==> src/hw/rtl/dmac_pkg.sv <==
// shared types, codes and helper functions of the six-channel dma controller
package dmac_pkg;

   // item kinds
   localparam logic [1:0] KIND_READ  = 2'd0;
   localparam logic [1:0] KIND_WRITE = 2'd1;
   localparam logic [1:0] KIND_TICK  = 2'd2;

   // result kinds
   localparam logic [1:0] RES_READ = 2'd0;
   localparam logic [1:0] RES_DONE = 2'd1;
   localparam logic [1:0] RES_COPY = 2'd2;

   // register selects
   localparam logic [2:0] REG_SAR   = 3'd0;
   localparam logic [2:0] REG_DAR   = 3'd1;
   localparam logic [2:0] REG_TCR   = 3'd2;
   localparam logic [2:0] REG_CHCR  = 3'd3;
   localparam logic [2:0] REG_DMAOR = 3'd4;

   // write masks
   localparam logic [31:0] CHCR_KEEP_MASK  = 32'h0008_0002;
   localparam logic [31:0] CHCR_SET_MASK   = 32'h4fb7_fffd;
   localparam logic [15:0] DMAOR_KEEP_MASK = 16'h0006;
   localparam logic [15:0] DMAOR_SET_MASK  = 16'hf301;
   localparam logic [31:0] DE_CLEAR_MASK   = 32'hffff_fffe;

   // chcr bit positions
   localparam int CHCR_DE  = 0;
   localparam int CHCR_TE  = 1;
   localparam int CHCR_IE  = 2;
   localparam int CHCR_HIE = 18;
   localparam int CHCR_HE  = 19;

   localparam int IRQ_W = 6;

   // command passed from front to back
   typedef struct packed {
      logic [1:0]  kind;
      logic [2:0]  channel;
      logic [2:0]  reg_select;
      logic [31:0] write_data;
      logic        ch_ok;
   } cmd_type;

   // one result item
   typedef struct packed {
      logic [1:0]  result_kind;
      logic [31:0] read_data;
      logic [2:0]  copy_channel;
      logic [31:0] copy_source;
      logic [31:0] copy_dest;
      logic [5:0]  copy_bytes;
      logic [5:0]  irq_lines;
      logic        last;
   } rsp_type;

   // transfer unit size from the combined ts code, zero when invalid
   function automatic logic [5:0] unit_bytes(input logic [3:0] ts);
      logic [5:0] b;
      unique case (ts)
         4'd0:    b = 6'd1;
         4'd1:    b = 6'd2;
         4'd2:    b = 6'd4;
         4'd3:    b = 6'd16;
         4'd4:    b = 6'd32;
         4'd7:    b = 6'd8;
         4'd11:   b = 6'd8;
         4'd12:   b = 6'd16;
         default: b = 6'd0;
      endcase
      return b;
   endfunction

   // address step: up for modes 0 and 1, down for 2, fixed for 3
   function automatic logic [31:0] next_addr(input logic [31:0] a, input logic [1:0] mode,
                                             input logic [5:0] bytes);
      logic [31:0] r;
      unique case (mode)
         2'd0, 2'd1: r = a + {26'd0, bytes};
         2'd2:       r = a - {26'd0, bytes};
         default:    r = a;
      endcase
      return r;
   endfunction

endpackage

==> src/hw/rtl/dmac_if.sv <==
// request and response channel interfaces
interface dmac_req_if;
   logic        valid;
   logic        ready;
   logic [1:0]  kind;
   logic [2:0]  channel;
   logic [2:0]  reg_select;
   logic [31:0] write_data;
   modport source(output valid, kind, channel, reg_select, write_data, input ready);
   modport sink(input valid, kind, channel, reg_select, write_data, output ready);
endinterface

interface dmac_rsp_if;
   logic        valid;
   logic        ready;
   logic [1:0]  result_kind;
   logic [31:0] read_data;
   logic [2:0]  copy_channel;
   logic [31:0] copy_source;
   logic [31:0] copy_dest;
   logic [5:0]  copy_bytes;
   logic [5:0]  irq_lines;
   logic        last;
   modport source(output valid, result_kind, read_data, copy_channel, copy_source,
                  copy_dest, copy_bytes, irq_lines, last, input ready);
   modport sink(input valid, result_kind, read_data, copy_channel, copy_source,
                copy_dest, copy_bytes, irq_lines, last, output ready);
endinterface

==> src/hw/rtl/dmac_front.sv <==
// request front end: classifies transfers and holds them in a two-entry queue
module dmac_front #(
   parameter int CHANNELS = 6
) (
   input  logic              clock,
   input  logic              reset,
   dmac_req_if.sink          req_chan,
   output logic              q_valid,
   output dmac_pkg::cmd_type q_cmd,
   input  logic              q_pop
);

   dmac_pkg::cmd_type entry_ff [2];
   logic [1:0] count_ff, count_in;
   logic       wr_ptr_ff, wr_ptr_in, rd_ptr_ff, rd_ptr_in;
   logic       push;
   dmac_pkg::cmd_type cls;

   // classify the incoming request
   always_comb begin
      cls.kind       = req_chan.kind;
      cls.channel    = req_chan.channel;
      cls.reg_select = req_chan.reg_select;
      cls.write_data = req_chan.write_data;
      cls.ch_ok      = ({1'b0, req_chan.channel} < 4'(CHANNELS));
   end

   assign req_chan.ready = (count_ff != 2'd2);
   assign push    = req_chan.valid && req_chan.ready;
   assign q_valid = (count_ff != 2'd0);
   assign q_cmd   = entry_ff[rd_ptr_ff];

   // queue pointers
   always_comb begin
      wr_ptr_in = wr_ptr_ff ^ push;
      rd_ptr_in = rd_ptr_ff ^ (q_pop && q_valid);
      count_in  = count_ff + {1'b0, push} - {1'b0, q_pop && q_valid};
   end

   always_ff @(posedge clock) begin
      if (reset) begin
         count_ff  <= 2'd0;
         wr_ptr_ff <= 1'b0;
         rd_ptr_ff <= 1'b0;
      end else begin
         count_ff  <= count_in;
         wr_ptr_ff <= wr_ptr_in;
         rd_ptr_ff <= rd_ptr_in;
      end
   end

   // queue storage
   always_ff @(posedge clock) begin
      if (push) begin
         entry_ff[wr_ptr_ff] <= cls;
      end
   end

endmodule

==> src/hw/rtl/dmac_back.sv <==
// back end: register file, channel scan sequencer, copy buffer and result register
module dmac_back #(
   parameter int CHANNELS = 6
) (
   input  logic              clock,
   input  logic              reset,
   input  logic              q_valid,
   input  dmac_pkg::cmd_type q_cmd,
   output logic              q_pop,
   dmac_rsp_if.source        rsp_chan
);

   localparam int CH_W  = (CHANNELS > 1) ? $clog2(CHANNELS) : 1;
   localparam int BUF_N = 2 * CHANNELS;
   localparam int IDX_W = $clog2(BUF_N);
   localparam int CNT_W = $clog2(BUF_N + 1);

   localparam logic [1:0] ST_IDLE  = 2'd0;
   localparam logic [1:0] ST_SCAN  = 2'd1;
   localparam logic [1:0] ST_DRAIN = 2'd2;
   localparam logic [1:0] ST_FIN   = 2'd3;

   logic [31:0] sar_ff [CHANNELS];
   logic [31:0] sar_in [CHANNELS];
   logic [31:0] dar_ff [CHANNELS];
   logic [31:0] dar_in [CHANNELS];
   logic [31:0] tcr_ff [CHANNELS];
   logic [31:0] tcr_in [CHANNELS];
   logic [31:0] chcr_ff [CHANNELS];
   logic [31:0] chcr_in [CHANNELS];
   logic [31:0] stc_ff [CHANNELS];
   logic [31:0] stc_in [CHANNELS];
   logic [15:0] dmaor_ff, dmaor_in;

   logic [1:0]       state_ff, state_in;
   logic [CH_W-1:0]  scan_ff, scan_in;
   logic [CNT_W-1:0] cnt_ff, cnt_in, rd_ff, rd_in, cnt_next;

   logic [2:0]  buf_ch_ff [BUF_N];
   logic [31:0] buf_src_ff [BUF_N];
   logic [31:0] buf_dst_ff [BUF_N];
   logic [5:0]  buf_bytes_ff [BUF_N];
   logic        wr0, wr1;
   logic [31:0] w_src0, w_dst0, w_src1, w_dst1;
   logic [5:0]  w_bytes;

   logic                rsp_valid_ff, rsp_valid_in;
   dmac_pkg::rsp_type   rsp_ff, rsp_in;
   logic                out_free;
   logic [5:0]          irq_cur;

   logic [CH_W-1:0] ch_idx;
   logic [31:0] c_reg, s_reg, d_reg, t_reg, st_reg;
   logic [3:0]  ts;
   logic [1:0]  sm, dm;
   logic [5:0]  bytes;
   logic        split, bad;
   logic [31:0] s_mid, d_mid, s_end, d_end, t_dec, chcr_new;
   logic [31:0] dmaor_op;

   assign out_free = !rsp_valid_ff || rsp_chan.ready;
   assign cnt_next = cnt_ff + CNT_W'(1);

   // interrupt levels from the current channel control words
   always_comb begin
      irq_cur = '0;
      for (int i = 0; i < dmac_pkg::IRQ_W; i++) begin
         if (i < CHANNELS) begin
            irq_cur[i] = (chcr_ff[i][dmac_pkg::CHCR_HE] && chcr_ff[i][dmac_pkg::CHCR_HIE]) ||
                         (chcr_ff[i][dmac_pkg::CHCR_TE] && chcr_ff[i][dmac_pkg::CHCR_IE]);
         end
      end
   end

   // selected channel registers
   assign ch_idx = (state_ff == ST_SCAN) ? scan_ff : q_cmd.channel[CH_W-1:0];
   assign c_reg  = chcr_ff[ch_idx];
   assign s_reg  = sar_ff[ch_idx];
   assign d_reg  = dar_ff[ch_idx];
   assign t_reg  = tcr_ff[ch_idx];
   assign st_reg = stc_ff[ch_idx];

   // transfer unit decode for the selected channel and masked register write values
   always_comb begin
      ts     = {c_reg[21:20], c_reg[4:3]};
      sm     = c_reg[13:12];
      dm     = c_reg[15:14];
      bytes  = dmac_pkg::unit_bytes(ts);
      split  = (ts == 4'd11) || (ts == 4'd12);
      bad    = (c_reg[27:25] != 3'd0) || (bytes == 6'd0) ||
               (((sm == 2'd2) || (dm == 2'd2)) && (bytes > 6'd4));
      s_mid  = dmac_pkg::next_addr(s_reg, sm, bytes);
      d_mid  = dmac_pkg::next_addr(d_reg, dm, bytes);
      s_end  = split ? dmac_pkg::next_addr(s_mid, sm, bytes) : s_mid;
      d_end  = split ? dmac_pkg::next_addr(d_mid, dm, bytes) : d_mid;
      t_dec  = t_reg - 32'd1;
      chcr_new = (c_reg & q_cmd.write_data & dmac_pkg::CHCR_KEEP_MASK) |
                 (q_cmd.write_data & dmac_pkg::CHCR_SET_MASK);
      dmaor_op = ({16'd0, dmaor_ff} & q_cmd.write_data & {16'd0, dmac_pkg::DMAOR_KEEP_MASK}) |
                 (q_cmd.write_data & {16'd0, dmac_pkg::DMAOR_SET_MASK});
   end

   // sequencer
   always_comb begin
      sar_in   = sar_ff;
      dar_in   = dar_ff;
      tcr_in   = tcr_ff;
      chcr_in  = chcr_ff;
      stc_in   = stc_ff;
      dmaor_in = dmaor_ff;
      state_in = state_ff;
      scan_in  = scan_ff;
      cnt_in   = cnt_ff;
      rd_in    = rd_ff;
      q_pop    = 1'b0;
      wr0      = 1'b0;
      wr1      = 1'b0;
      w_src0   = s_reg;
      w_dst0   = d_reg;
      w_src1   = s_mid;
      w_dst1   = d_mid;
      w_bytes  = bytes;
      rsp_valid_in = rsp_valid_ff && !rsp_chan.ready;
      rsp_in   = rsp_ff;

      unique case (state_ff)
         ST_IDLE: begin
            if (q_valid) begin
               unique case (q_cmd.kind)
                  dmac_pkg::KIND_READ: begin
                     if (out_free) begin
                        q_pop = 1'b1;
                        rsp_valid_in = 1'b1;
                        rsp_in = '0;
                        rsp_in.result_kind = dmac_pkg::RES_READ;
                        rsp_in.irq_lines = irq_cur;
                        rsp_in.last = 1'b1;
                        if (q_cmd.reg_select == dmac_pkg::REG_DMAOR) begin
                           rsp_in.read_data = {16'd0, dmaor_ff};
                        end else if (q_cmd.ch_ok) begin
                           priority case (q_cmd.reg_select)
                              dmac_pkg::REG_SAR:  rsp_in.read_data = s_reg;
                              dmac_pkg::REG_DAR:  rsp_in.read_data = d_reg;
                              dmac_pkg::REG_TCR:  rsp_in.read_data = t_reg;
                              dmac_pkg::REG_CHCR: rsp_in.read_data = c_reg;
                              default:            rsp_in.read_data = 32'd0;
                           endcase
                        end
                     end
                  end
                  dmac_pkg::KIND_WRITE: begin
                     q_pop    = 1'b1;
                     state_in = ST_FIN;
                     if (q_cmd.reg_select == dmac_pkg::REG_DMAOR) begin
                        dmaor_in = dmaor_op[15:0];
                        if (!dmaor_op[0]) begin
                           for (int i = 0; i < CHANNELS; i++) begin
                              chcr_in[i] = chcr_ff[i] & dmac_pkg::DE_CLEAR_MASK;
                           end
                        end
                     end else if (q_cmd.ch_ok) begin
                        priority case (q_cmd.reg_select)
                           dmac_pkg::REG_SAR: sar_in[ch_idx] = q_cmd.write_data;
                           dmac_pkg::REG_DAR: dar_in[ch_idx] = q_cmd.write_data;
                           dmac_pkg::REG_TCR: tcr_in[ch_idx] = q_cmd.write_data;
                           dmac_pkg::REG_CHCR: begin
                              chcr_in[ch_idx] = chcr_new;
                              if (!c_reg[dmac_pkg::CHCR_DE] && chcr_new[dmac_pkg::CHCR_DE]) begin
                                 stc_in[ch_idx] = t_reg;
                              end
                           end
                           default: ;
                        endcase
                     end
                  end
                  dmac_pkg::KIND_TICK: begin
                     q_pop = 1'b1;
                     if (dmaor_ff[0]) begin
                        state_in = ST_SCAN;
                        scan_in  = '0;
                        cnt_in   = '0;
                     end else begin
                        state_in = ST_FIN;
                     end
                  end
                  default: begin
                     q_pop    = 1'b1;
                     state_in = ST_FIN;
                  end
               endcase
            end
         end
         ST_SCAN: begin
            // one channel per cycle
            if (c_reg[dmac_pkg::CHCR_DE] && (t_reg != 32'd0)) begin
               if (bad) begin
                  chcr_in[ch_idx] = c_reg & dmac_pkg::DE_CLEAR_MASK;
               end else begin
                  wr0 = 1'b1;
                  wr1 = split;
                  cnt_in = split ? (cnt_ff + CNT_W'(2)) : cnt_next;
                  if (sm != 2'd0) sar_in[ch_idx] = s_end;
                  if (dm != 2'd0) dar_in[ch_idx] = d_end;
                  tcr_in[ch_idx] = t_dec;
                  chcr_in[ch_idx] = c_reg |
                     {12'd0, (t_dec <= {1'b0, st_reg[31:1]}), 19'd0} |
                     {30'd0, (t_dec == 32'd0), 1'b0};
               end
            end
            if (scan_ff == CH_W'(CHANNELS - 1)) begin
               state_in = ST_DRAIN;
               rd_in    = '0;
            end else begin
               scan_in = scan_ff + CH_W'(1);
            end
         end
         ST_DRAIN: begin
            if (rd_ff == cnt_ff) begin
               state_in = ST_FIN;
            end else if (out_free) begin
               rsp_valid_in = 1'b1;
               rsp_in = '0;
               rsp_in.result_kind  = dmac_pkg::RES_COPY;
               rsp_in.copy_channel = buf_ch_ff[rd_ff[IDX_W-1:0]];
               rsp_in.copy_source  = buf_src_ff[rd_ff[IDX_W-1:0]];
               rsp_in.copy_dest    = buf_dst_ff[rd_ff[IDX_W-1:0]];
               rsp_in.copy_bytes   = buf_bytes_ff[rd_ff[IDX_W-1:0]];
               rsp_in.irq_lines    = irq_cur;
               rd_in = rd_ff + CNT_W'(1);
            end
         end
         ST_FIN: begin
            if (out_free) begin
               rsp_valid_in = 1'b1;
               rsp_in = '0;
               rsp_in.result_kind = dmac_pkg::RES_DONE;
               rsp_in.irq_lines   = irq_cur;
               rsp_in.last        = 1'b1;
               state_in = ST_IDLE;
            end
         end
         default: state_in = ST_IDLE;
      endcase
   end

   // control and register file
   always_ff @(posedge clock) begin
      if (reset) begin
         state_ff     <= ST_IDLE;
         scan_ff      <= '0;
         cnt_ff       <= '0;
         rd_ff        <= '0;
         rsp_valid_ff <= 1'b0;
         dmaor_ff     <= '0;
         for (int i = 0; i < CHANNELS; i++) begin
            sar_ff[i]  <= '0;
            dar_ff[i]  <= '0;
            tcr_ff[i]  <= '0;
            chcr_ff[i] <= '0;
            stc_ff[i]  <= '0;
         end
      end else begin
         state_ff     <= state_in;
         scan_ff      <= scan_in;
         cnt_ff       <= cnt_in;
         rd_ff        <= rd_in;
         rsp_valid_ff <= rsp_valid_in;
         dmaor_ff     <= dmaor_in;
         sar_ff       <= sar_in;
         dar_ff       <= dar_in;
         tcr_ff       <= tcr_in;
         chcr_ff      <= chcr_in;
         stc_ff       <= stc_in;
      end
   end

   // result register payload and copy buffer
   always_ff @(posedge clock) begin
      rsp_ff <= rsp_in;
      if (wr0) begin
         buf_ch_ff[cnt_ff[IDX_W-1:0]]    <= 3'(scan_ff);
         buf_src_ff[cnt_ff[IDX_W-1:0]]   <= w_src0;
         buf_dst_ff[cnt_ff[IDX_W-1:0]]   <= w_dst0;
         buf_bytes_ff[cnt_ff[IDX_W-1:0]] <= w_bytes;
      end
      if (wr1) begin
         buf_ch_ff[cnt_next[IDX_W-1:0]]    <= 3'(scan_ff);
         buf_src_ff[cnt_next[IDX_W-1:0]]   <= w_src1;
         buf_dst_ff[cnt_next[IDX_W-1:0]]   <= w_dst1;
         buf_bytes_ff[cnt_next[IDX_W-1:0]] <= w_bytes;
      end
   end

   assign rsp_chan.valid        = rsp_valid_ff;
   assign rsp_chan.result_kind  = rsp_ff.result_kind;
   assign rsp_chan.read_data    = rsp_ff.read_data;
   assign rsp_chan.copy_channel = rsp_ff.copy_channel;
   assign rsp_chan.copy_source  = rsp_ff.copy_source;
   assign rsp_chan.copy_dest    = rsp_ff.copy_dest;
   assign rsp_chan.copy_bytes   = rsp_ff.copy_bytes;
   assign rsp_chan.irq_lines    = rsp_ff.irq_lines;
   assign rsp_chan.last         = rsp_ff.last;

endmodule

==> src/hw/rtl/six_channel_dma_controller_core.sv <==
// six-channel dma controller top level
//
//   channel    role     carries
//   req_chan   sink     register read, register write or transfer-cycle tick
//   rsp_chan   source   read reply, copy command or done, with irq levels
//
// a request is registered in the front queue before the back end sees it
// register read: reply registered from idle; register write: apply, then done
// tick with DME set: scan every channel, then the drain sends each copy command,
// closes, and done follows; with DME clear, or an unknown kind: done follows
// a two-entry queue lets requests arrive while the back end is busy
// synchronous active-high reset clears the control state and channel registers to zero
module six_channel_dma_controller_core #(
   parameter int CHANNELS = 6
) (
   input  logic       clock,
   input  logic       reset,
   dmac_req_if.sink   req_chan,
   dmac_rsp_if.source rsp_chan
);

   logic              q_valid;
   logic              q_pop;
   dmac_pkg::cmd_type q_cmd;

   // accept and classify
   dmac_front #(.CHANNELS(CHANNELS)) u_front (
      .clock   (clock),
      .reset   (reset),
      .req_chan(req_chan),
      .q_valid (q_valid),
      .q_cmd   (q_cmd),
      .q_pop   (q_pop)
   );

   // execute
   dmac_back #(.CHANNELS(CHANNELS)) u_back (
      .clock   (clock),
      .reset   (reset),
      .q_valid (q_valid),
      .q_cmd   (q_cmd),
      .q_pop   (q_pop),
      .rsp_chan(rsp_chan)
   );

endmodule

==> src/flat_wrapper.sv <==
// flat-port wrapper written by rule: the top's interface ports become plain ports
module six_channel_dma_controller_core_flat 
#(
   parameter int CHANNELS = 6
)
  (clock, reset, req_chan_valid, req_chan_kind, req_chan_channel, req_chan_reg_select, req_chan_write_data, req_chan_ready, rsp_chan_valid, rsp_chan_result_kind, rsp_chan_read_data, rsp_chan_copy_channel, rsp_chan_copy_source, rsp_chan_copy_dest, rsp_chan_copy_bytes, rsp_chan_irq_lines, rsp_chan_last, rsp_chan_ready);
  dmac_req_if req_chan_i ();
  dmac_rsp_if rsp_chan_i ();
  input  logic clock;
  input  logic reset;
  input wire logic [$bits(req_chan_i.valid)-1:0] req_chan_valid;
  input wire logic [$bits(req_chan_i.kind)-1:0] req_chan_kind;
  input wire logic [$bits(req_chan_i.channel)-1:0] req_chan_channel;
  input wire logic [$bits(req_chan_i.reg_select)-1:0] req_chan_reg_select;
  input wire logic [$bits(req_chan_i.write_data)-1:0] req_chan_write_data;
  output wire logic [$bits(req_chan_i.ready)-1:0] req_chan_ready;
  output wire logic [$bits(rsp_chan_i.valid)-1:0] rsp_chan_valid;
  output wire logic [$bits(rsp_chan_i.result_kind)-1:0] rsp_chan_result_kind;
  output wire logic [$bits(rsp_chan_i.read_data)-1:0] rsp_chan_read_data;
  output wire logic [$bits(rsp_chan_i.copy_channel)-1:0] rsp_chan_copy_channel;
  output wire logic [$bits(rsp_chan_i.copy_source)-1:0] rsp_chan_copy_source;
  output wire logic [$bits(rsp_chan_i.copy_dest)-1:0] rsp_chan_copy_dest;
  output wire logic [$bits(rsp_chan_i.copy_bytes)-1:0] rsp_chan_copy_bytes;
  output wire logic [$bits(rsp_chan_i.irq_lines)-1:0] rsp_chan_irq_lines;
  output wire logic [$bits(rsp_chan_i.last)-1:0] rsp_chan_last;
  input wire logic [$bits(rsp_chan_i.ready)-1:0] rsp_chan_ready;
  assign req_chan_i.valid = req_chan_valid;
  assign req_chan_i.kind = req_chan_kind;
  assign req_chan_i.channel = req_chan_channel;
  assign req_chan_i.reg_select = req_chan_reg_select;
  assign req_chan_i.write_data = req_chan_write_data;
  assign req_chan_ready = req_chan_i.ready;
  assign rsp_chan_valid = rsp_chan_i.valid;
  assign rsp_chan_result_kind = rsp_chan_i.result_kind;
  assign rsp_chan_read_data = rsp_chan_i.read_data;
  assign rsp_chan_copy_channel = rsp_chan_i.copy_channel;
  assign rsp_chan_copy_source = rsp_chan_i.copy_source;
  assign rsp_chan_copy_dest = rsp_chan_i.copy_dest;
  assign rsp_chan_copy_bytes = rsp_chan_i.copy_bytes;
  assign rsp_chan_irq_lines = rsp_chan_i.irq_lines;
  assign rsp_chan_last = rsp_chan_i.last;
  assign rsp_chan_i.ready = rsp_chan_ready;
  six_channel_dma_controller_core #(.CHANNELS(CHANNELS)) u_core (.clock(clock), .reset(reset), .req_chan(req_chan_i), .rsp_chan(rsp_chan_i));
endmodule
==> config.mk <==
export PLATFORM = sky130hd
export DESIGN_NAME = six_channel_dma_controller_core_flat
export DESIGN_NICKNAME = d
export VERILOG_FILES = /design/src/hw/rtl/dmac_pkg.sv /design/src/hw/rtl/dmac_if.sv /design/src/hw/rtl/dmac_front.sv /design/src/hw/rtl/dmac_back.sv /design/src/hw/rtl/six_channel_dma_controller_core.sv /design/src/flat_wrapper.sv
export SDC_FILE = /design/constraint.sdc
export NUM_CORES = 2
export LEC_CHECK = 0
export BUFFER_PORTS_ARGS = -buffer_cell sky130_fd_sc_hd__clkbuf_2
export CORE_ASPECT_RATIO = 0.7
export CORE_UTILIZATION = 50
export DETAILED_ROUTE_END_ITERATION = 10
export PLACE_DENSITY = 0.62
export SETUP_SLACK_MARGIN = 0.05
export SYNTH_ARGS = -nofsm -noshare
export SYNTH_HDL_FRONTEND = slang
export SYNTH_HIERARCHICAL = 1
export SYNTH_SLANG_ARGS = --single-unit
export TNS_END_PERCENT = 20
==> constraint.sdc <==
create_clock -name clock -period 26.2 [get_ports clock]
set_input_delay 2.62 -clock clock [delete_from_list [all_inputs] [get_ports clock]]
set_output_delay 2.62 -clock clock [all_outputs]
set_load 0.05 [all_outputs]
==> results.tsv <==
metric	value	unit
dieArea	213000	um2
cpMostUsedCell	a21oi_1	
cts_resized	0	
drive_gt1_frac	0.122	
dpl_cell_area	110000	um2
antenna_violating_nets_post_route	0	
cts_root_buf	clkbuf_16	
wl	443	mm
first_pass_iters	9	
portBuffers	159	
fin_area	116000	um2
ys_seq_area_frac	0.491	
die_y	387	um
crit_fanout	55	
tns	0	ns
relSlewSlack	-0.0848	
io_pins	160	
synth.area.top_cells	edfxtp_1 30%, dfxtp_1 19%, nor2_1 7.6%	
syn_area_per_cell	9.56	um2
worst_pin_slew	1.61	ns
vias	95300	
cap_viol_max_count	3	
synthMuxAreaShare	0.0724	
track_usage	0.402	
hold_viol	0	
critical_path_required	26.92	ns
synthTopCellsByCount	2133 x nor2_1, 1091 x a21oi_1, 1072 x edfxtp_1	
post-route-drc-count	0	
start_util	0.506	
hold_path_class	flip-flop to flip-flop	
ys_types	114	
grt-ovfl-total	0	
fmax	78.9	MHz
slew_violations	7	
cts_hold_repair.buffers	0	
htreeDepth	4	
min_period	12.67	ns
setup_viol	0	
drt-initial-drc-count	17500	
cts_buffer_depth	4	
synthesis.nets	11200	
synth_top_family_by_area	compound AO/OA/AOI/OAI gates	
status	finished with violations	
yosys.area_share.simple	0.144	
synth_flop_cell	edfxtp_1	
clk_pin_slew	0.07	ns
cp-start-kind	flip-flop	
cts_tree	done	
cts_buffers	207	
critPathMaxStageDelay	0.95	ns
wire_per_inst	32.5	um
violations	capacitance limit, slew limit	
synthArstFlopShare	0	
die_x	552	um
cts_setup_buffers	0	
antenna_found_initial	39	
synth_compound_area_frac	0.207	
synthXorXnorAreaFrac	0.0237	
synth_fa_ha_area_frac	0.0178	
cts_sinks	2057	
dp_hpwl	280	mm
synth_edf_count	1072	
nets	10900	
slowest_stage	a21oi_1	
yosysWarnings	6	
core_area	209000	um2
finClkSkew	0.0793	ns
syn_area	106000	um2
irDropWorstVdd	0.0000961	V
powerDensity	116	nW/um2
grt_max_degree	180	
cp.arrival	13.39	ns
gp_congestion	1.06	
rows	140	
synthCells	11100	
synth.most_common_cell	nor2_1	
area_growth	9.96	%
worstSkewPairLatency	0.91	ns
critPathKind	flip-flop to flip-flop	
ys_ff_latch	2057	
leakage	38.5	nW
synth_top_area_frac	0.304	
grt_pass1_vias	86600	
synth_top_area_cell	edfxtp_1	
vias_per_cell	6.97	
end_kind	flip-flop	
post-route-period-util	0.484	
grt_pass1_wl	627	mm
rsz0062_at_grt	no	
-- cell usage in the layout, fill, tap and decap left out, types with 49 or more instances in the layout --
cell type and count:
nor3_1 366, a22oi_1 259, a222oi_1 49, nand3_1 98, o21ai_0 243, o22ai_1 72
clkbuf_2 158, clkbuf_16 208, ha_1 130, dfxtp_1 981, a311oi_1 74, a21oi_1 1081
a221oi_1 196, mux2i_1 194, mux2_2 55, nor2b_1 58, a21o_1 67, mux4_2 222
xnor2_1 201, a211oi_1 748, buf_4 357, o211ai_1 63, diode_2 51, nor2_1 2092
edfxtp_1 1072, inv_1 112, nand2_1 616, xor2_1 81
-- per-layer routing --
layer,up-vias,global-route usage,routed length [um]
met4,16,0.159,20500
li1,40200,-,-
met5,-,0.0110,279
met1,46300,0.562,174000
met3,1284,0.174,74100
met2,7413,0.540,174000
-- metrics by stage --
step	hold slack (ns)	setup slack, ns	instances	utilization	power (W)
final	0.459	13.53	13700	0.556	0.0135
after global routing	0.478	13.02	13600	0.556	0.0139
after CTS	0.456	14.09	13600	0.555	0.0131
after detailed placement	0.447	14.14	13200	0.524	0.0102
after global placement	0.441	14.17	13200	0.524	0.0101
after floorplan	0.432	15.66	11100	-	0.00776
-- sequential cells by signal, indices dropped and copies added (netlist names), 9 cells and up, named ones only --
register	flops
u_core/u_back/chcr_ff	192
u_core/u_back/rsp_chan.copy_dest	32
u_core/u_back/buf_bytes_ff	72
u_core/u_back/rsp_chan.copy_source	32
u_core/u_back/stc_ff	186
u_core/u_front/entry_ff	82
u_core/u_back/dmaor_ff	9
u_core/u_back/buf_dst_ff	384
u_core/u_back/buf_src_ff	384
u_core/u_back/buf_ch_ff	36
u_core/u_back/dar_ff	192
u_core/u_back/sar_ff	192
u_core/u_back/tcr_ff	192
u_core/u_back/rsp_chan.read_data	32
-- worst max-delay path, delay by kind of cell, from the launching register on --
kind                     cells  cell delay [ns]
buffers and inverters        9             2.95
adder cells (fa/ha/maj)      4             1.68
AO/OA/AOI/OAI               18             5.01
AND/OR/NAND/NOR             12             2.22
XOR/XNOR                     1             0.21
flip-flops                   1             0.34
-- cell type report --
type                       instances  area (um2)
fill                           18100       92900
sequential                      2057       51900
clock inverter                    98        1020
timing repair buffer             521        3590
multi-input combinational       7779       50200
inverter                         119         453
clock buffer                     266        5560
antenna                           51         128
tap                             2769        3460
-- worst paths after layout --
path	to	slack (ns)	cells after the start	startpoint
worst max register to register	u_core/u_back/sar_ff[159]	13.53	44	u_core/u_back/state_ff[1]
worst min register to register	u_core/u_back/dar_ff[72]	0.46	2	u_core/u_back/dar_ff[72]
worst min-delay path	u_core/u_back/dar_ff[72]	0.46	2	u_core/u_back/dar_ff[72]
worst max-delay path	u_core/u_back/sar_ff[159]	13.53	44	u_core/u_back/state_ff[1]
-- cells by family (layout without fill, tap and decap cells) --
logic type,after synthesis,count (layout)
DFF,2057,2057
muxes,479,479
other,0,51
adders and majority gates,151,151
buffers and inverters,1223,1004
and+or+nand+nor,3604,3604
xor gates and xnor gates,285,285
AOI/OAI and AO/OA,3260,3260
-- power breakdown --
group | internal [W] | switching [W]
clock network | 0.00168 | 0.00132
logic | 0.00180 | 0.00503
registers | 0.00360 | 0.0000849
total | 0.00708 | 0.00643
No activity file was read; power rests on OpenSTA's default activity.
